## src/design/spi_pkg.sv

```systemverilog
package spi_pkg;

   localparam int COORD_BITS  = 16;
   localparam int FRAC_BITS   = 8;
   localparam int OUT_BITS    = 24;

   localparam int DIFF_BITS   = COORD_BITS + 1;
   localparam int PROD_BITS   = 2 * DIFF_BITS;
   localparam int CROSS_BITS  = PROD_BITS + 1;
   localparam int NUMER_BITS  = DIFF_BITS + CROSS_BITS + 1;
   localparam int SCALED_BITS = NUMER_BITS + FRAC_BITS;
   localparam int REM_BITS    = (SCALED_BITS > CROSS_BITS + OUT_BITS) ?
                                SCALED_BITS : CROSS_BITS + OUT_BITS;

   localparam logic [OUT_BITS-1:0] OUT_MAX = {1'b0, {(OUT_BITS-1){1'b1}}};
   localparam logic [OUT_BITS-1:0] OUT_MIN = {1'b1, {(OUT_BITS-1){1'b0}}};

   typedef logic signed [COORD_BITS-1:0] coord_type;

   typedef struct packed {
      coord_type first_start_x;
      coord_type first_start_y;
      coord_type first_end_x;
      coord_type first_end_y;
      coord_type second_start_x;
      coord_type second_start_y;
      coord_type second_end_x;
      coord_type second_end_y;
   } spi_segs_type;

   typedef struct packed {
      logic touches;
      logic point_valid;
   } spi_geom_flags_type;

   typedef struct packed {
      logic touches;
      logic point_valid;
      logic neg_x;
      logic neg_y;
      logic ovf_x;
      logic ovf_y;
   } spi_side_type;

   typedef struct packed {
      logic                       touches;
      logic                       point_valid;
      logic signed [OUT_BITS-1:0] cross_x;
      logic signed [OUT_BITS-1:0] cross_y;
   } spi_result_type;

endpackage

```

## src/design/spi_outbuf.sv

```systemverilog
module spi_outbuf import spi_pkg::*; (
   input  logic           clock,
   input  logic           reset,
   input  logic           in_valid,
   input  spi_result_type in_data,
   output logic           in_ready,
   output logic           out_valid,
   output spi_result_type out_data,
   input  logic           out_ready
);

   logic           out_valid_ff, out_valid_in;
   logic           skid_valid_ff, skid_valid_in;
   spi_result_type out_data_ff, skid_data_ff;
   logic           take, load_out, load_skid;

   always_comb begin
      take          = out_valid_ff && out_ready;
      load_out      = 1'b0;
      load_skid     = 1'b0;
      out_valid_in  = out_valid_ff;
      skid_valid_in = skid_valid_ff;
      if (take) begin
         if (skid_valid_ff) begin
            skid_valid_in = 1'b0;
         end else begin
            out_valid_in = in_valid;
            load_out     = in_valid;
         end
      end else if (!out_valid_ff) begin
         out_valid_in = in_valid;
         load_out     = in_valid;
      end else if (in_valid) begin
         skid_valid_in = 1'b1;
         load_skid     = 1'b1;
      end
   end

   always_ff @(posedge clock) begin
      if (reset) begin
         out_valid_ff  <= 1'b0;
         skid_valid_ff <= 1'b0;
      end else begin
         out_valid_ff  <= out_valid_in;
         skid_valid_ff <= skid_valid_in;
      end
   end

   always_ff @(posedge clock) begin
      if (take && skid_valid_ff) begin
         out_data_ff <= skid_data_ff;
      end else if (load_out) begin
         out_data_ff <= in_data;
      end
      if (load_skid) begin
         skid_data_ff <= in_data;
      end
   end

   assign in_ready  = !skid_valid_ff;
   assign out_valid = out_valid_ff;
   assign out_data  = out_data_ff;

   a_skid_behind_out: assert property (@(posedge clock) disable iff (reset)
      skid_valid_ff |-> out_valid_ff)
      else $error("skid entry held without an output entry");

   a_skid_drains: assert property (@(posedge clock) disable iff (reset)
      (take && skid_valid_ff) |=> (out_valid_ff && !skid_valid_ff))
      else $error("skid entry not moved to output");

   a_no_overrun: assert property (@(posedge clock) disable iff (reset)
      skid_valid_ff |-> !in_valid)
      else $error("pipeline advanced into a full buffer");

endmodule

```

## config.mk

```make
export PLATFORM = sky130hd
export DESIGN_NAME = spi_outbuf
export DESIGN_NICKNAME = d
export VERILOG_FILES = /design/src/design/spi_pkg.sv /design/src/design/spi_outbuf.sv
export SDC_FILE = /design/constraint.sdc
export NUM_CORES = 1
export LEC_CHECK = 0
export BUFFER_PORTS_ARGS = -buffer_cell sky130_fd_sc_hd__buf_4
export CORE_MARGIN = 2
export CORE_UTILIZATION = 45
export DETAILED_ROUTE_END_ITERATION = 7
export GPL_ROUTABILITY_DRIVEN = 0
export MAX_ROUTING_LAYER = met4
export PLACE_DENSITY = 0.71
export SYNTH_ARGS = -nofsm -noshare
export SYNTH_HDL_FRONTEND = slang
export SYNTH_SLANG_ARGS = --single-unit
export TNS_END_PERCENT = 5
```

## constraint.sdc

```tcl
create_clock -name clock -period 4 [get_ports clock]
set_clock_uncertainty 0.1 [all_clocks]
set_input_delay 0.2 -clock clock [delete_from_list [all_inputs] [get_ports clock]]
set_output_delay 0.2 -clock clock [all_outputs]
set_load 0.005 [all_outputs]
```

# == Word level (Yosys, flattened, before mapping) ==
# Cells that the tools add are included.
# word_totals
regBits,102
out_inout_bits,52
elab_cells,28
# op_classes
n_eq_ne,1
muxes,11
n_reduce_logical,6
# op_table
cell,n
$mux 50,2
$mux 1,9
$logic_and 1x1->1,2
$ne 2x2->1 const B,1
$reduce_and 2->1,1
$reduce_bool 2->1,1
$reduce_or 2->1,1
$logic_not 1->1,1

# == Depth between registers and ports, before layout ==
# depth
depth_word,4
depth_mapped,3
mapped_depth_nobuf,3

# == Worst setup path before layout ==
# Ideal clock, no wire load.
# synth_timing
path_type,register -> register
from,register out_valid_ff (netlist: out_valid)
to,register out_data_ff (netlist bit out_data[0]) (enable)
setup_ns,0.474
arrival_ns,3.014
required_time_ns,3.426
slack_ns,0.411
path_stages_with_launch,3
n_path_buf,0
synth_period_minus_slack_ns,3.589
cell_sequence,dfxtp_1 -> a21oi_1 -> a21oi_1
# synth_between
elab_chain_cells,3
word_cells_on_any_way,5
cone_classes,2 x mux; 3 x reduce/logical
# synth_lines
element,line,rtl
start: declaration,spi_outbuf.sv:12,"logic out_valid_ff, out_valid_in;"
start signal: assignment,spi_outbuf.sv:44,out_valid_ff <= out_valid_in;
$mux 1 / $logic_and 1x1->1 (equally long branches),"spi_outbuf.sv:30, spi_outbuf.sv:18",
$mux 1 / $logic_and 1x1->1 (equally long branches),"spi_outbuf.sv:23, spi_outbuf.sv:50",
$reduce_bool 2->1 (no line) (*),--,
end signal: assignment,spi_outbuf.sv:51,out_data_ff <= skid_data_ff;
end signal: assignment,spi_outbuf.sv:53,out_data_ff <= in_data;
end: declaration,spi_outbuf.sv:14,"spi_result_type out_data_ff, skid_data_ff;"
# Mark *: on every way between the ends. The rest lies on a longest branch, timed or not.
# A chain may end at the register's enable or synchronous reset.

# == Worst setup path after layout ==
# layout_timing
from,register out_valid_ff (netlist: out_valid)
to,register out_data_ff (netlist bit out_data[17]) (enable)
# Same word-level chain as after synthesis.

==> results.ini <==
[status]
status=finished clean

[power_and_ir_drop]
leakage_nw=2.042
power.internal_w=0.001651
swShare_pct=20.74
pwr-share-seq_pct=59.7
pwr-share-comb_pct=9.8
clockPowerShare_pct=30.4
max-vdd-ir-drop_mv=0.2900
p_switching_w=0.0004321
powerDensity_nw_per_um2=388.8

[sta]
max_freq_ghz=0.4500
worst_pin_slew_ns=0.7524
slew_viol_final=0
hold_viol=0
rsz0062_at_grt=false
max_slew_margin_pct=49.84
post-route-min-period_ns=2.222
finalCritPeriodShare_pct=55.56
finalSetupViolations=0
finalSetupTns_ns=0

[cts]
cts_resized=0
cts_tree=yes
clock-sinks=102
ctsLongestPathBuffers=2
cts_buffers=9
clockRootBuffer=clkbuf_8
clkLatencyLatePin_ns=0.35
cts_max_level=3
clk_pin_slew_ns=0.10

[setup_path]
crit_required_ns=3.91
crit_type=reg2reg
critPathTopFamily=compound AO/OA/AOI/OAI gates
cp.arrival_ns=2.13
worst_path_max_delay_cell=dfxtp_1
cp-end-kind=register
start_kind=register
critPathBufInv=1
max_stage_delay_ns=0.54
crit_fanout=31
crit_chain=a21oi_1, a21oi_4, buf_4

[grt]
gr-total-overflow=0
grt_antenna_before_repair=0
busiest_layer=met2
met3_usage_pct=3.557
grt_pass1_vias=2155
grt_start_max_net_pins=51
gr-usage-met2_pct=27.88
grt_use_met1_pct=18.95
grt_first_pass_wirelength_um=10730
grtUsageTotal_pct=16.49

[place]
io_buffers=105
dp_cells=375
postPlaceCellArea_um2=4636
hpwl_um=4180

[cells_and_area]
nNetsFinal=388
area_growth_pct=42.58
drive_gt1_share_pct=51.33
instances_no_fill=444
n_antenna_cell=0
postLayoutCellArea_um2=5359

[synthesis]
syn_area_per_cell_um2=22.37
syn_inst=168
seq_area_frac_synth_pct=80.96
yosys_warnings=0
syn-num-nets=222
syn_area_um2=3759
synth_cell_types=11
ys_seq_elements=102

[flow_run]
drv_cap=0

[drt]
viasPerCell=4.745
ant_nets=0
post_drt_wl_per_cell_um=15.81
finalWirelength_um=7018
drcViolationCount=0
dr.pass1.iters=4
drt_iter0_drc=67
vias=2107

[die]
die_h_um=95.39
start_util_pct=45.97
rows=33
coreArea_um2=8175
io_pins=106
dieArea_um2=9099
die_w_um=95.39

[hold_path]
min_path_type=in2reg

[metal layers]
metal / part of all wire (%) / vias up
li1: - / 995
met1: 41 / 1033
met2: 52 / 67
met3: 4.7 / 12
met4: 1.8 / 0
met5: 0 / -
[logic make-up (layout without fill, tap and decap cells)]
family	Yosys count	in the layout	share of synthesized area (%)
buf+inv	8	179	2.131
simple gates	2	2	0.6659
compound gates	6	6	0.8655
flops	102	102	80.96
mux	50	50	15.38
[final timing paths]
path | start | to | slack, ns | cells after the start
max | out_valid | out_data[17] | 1.78 | 3
min | in_valid | skid_valid_ff | 0.08 | 3
max reg2reg | out_valid | out_data[17] | 1.78 | 3
min reg2reg | skid_data_ff[8] | out_data[8] | 0.45 | 1
[final cells by class]
type,count,area [um^2]
inverter,3,11.26
fill,593,2816
timing repair buffer,160,1334
multi-input combinational,58,646.9
sequential,102,3043
clock buffer,11,131.4
clock inverter,5,61.31
tap,105,131.4
[flip-flops by register name (all words and copies together) (netlist names)]
name and count:
skid_valid_ff 1, out_data 50, out_valid 1, skid_data_ff 50
[cells in the final DEF, fill, tap and decap left out, types with 2 or more instances in the layout]
cell and count:
a21oi_1 3, buf_4 107, clkbuf_1 2, clkbuf_8 9, clkinvlp_4 3, dfxtp_1 2, dlygate4sd3_1 53, edfxtp_1 100
inv_1 3, mux2_2 46, mux2_4 4
[power by group through the flow]
stage | clock (W) | sequential [W] | combinational [W]
final | 0.000634 | 0.00124 | 0.000205
after global routing | 0.000691 | 0.00125 | 0.000223
after CTS | 0.000652 | 0.00125 | 0.000206
after detailed placement | 0 | 0.00127 | 0.000164
after global placement | 0 | 0.00127 | 0.000161
after floorplan | 0 | 0.00127 | 0.0000478
[worst register-to-register path, cell delays in order (launching register included)]
cell,delay (ns)
dfxtp_1,0.54
a21oi_1,0.17
a21oi_4,0.53
buf_4,0.50
[per-stage QoR]
| stage | power (W) | utilization, % | setup WS, ns | hold WS (ns) |
|---|---|---|---|---|
| 2_1_floorplan | 0.001321 | - | 0.4112 | 0.1691 |
| 3_3_place_gp | 0.001429 | 56.70 | 1.841 | 0.2705 |
| 3_5_place_dp | 0.001434 | 56.70 | 1.788 | 0.2714 |
| 4_1_cts | 0.002104 | 65.55 | 1.754 | 0.06695 |
| 5_1_grt | 0.002164 | 65.55 | 1.643 | 0.09328 |
| 6_report | 0.002083 | 65.55 | 1.778 | 0.08473 |
[cells in the mapped netlist]
| master | n | area share, % |
|---|---|---|
| edfxtp_1 | 100 | 80 |
| mux2_2 | 46 | 14 |
| clkbuf_8 | 5 | 1.8 |
| a21oi_1 | 4 | 0.53 |
| mux2_4 | 4 | 1.6 |
| inv_1 | 3 | 0.30 |
| dfxtp_1 | 2 | 1.1 |
| a211oi_1 | 1 | 0.20 |
| and3_2 | 1 | 0.20 |
| nand3_4 | 1 | 0.47 |
| o21ai_0 | 1 | 0.13 |
[what timing repair did]
item                      in CTS  in global routing
buffers inserted               0                  0
hold endpoints to repair      52                  0
hold buffers                  53                  0
Note: power is estimated with default switching activity, not from simulation.
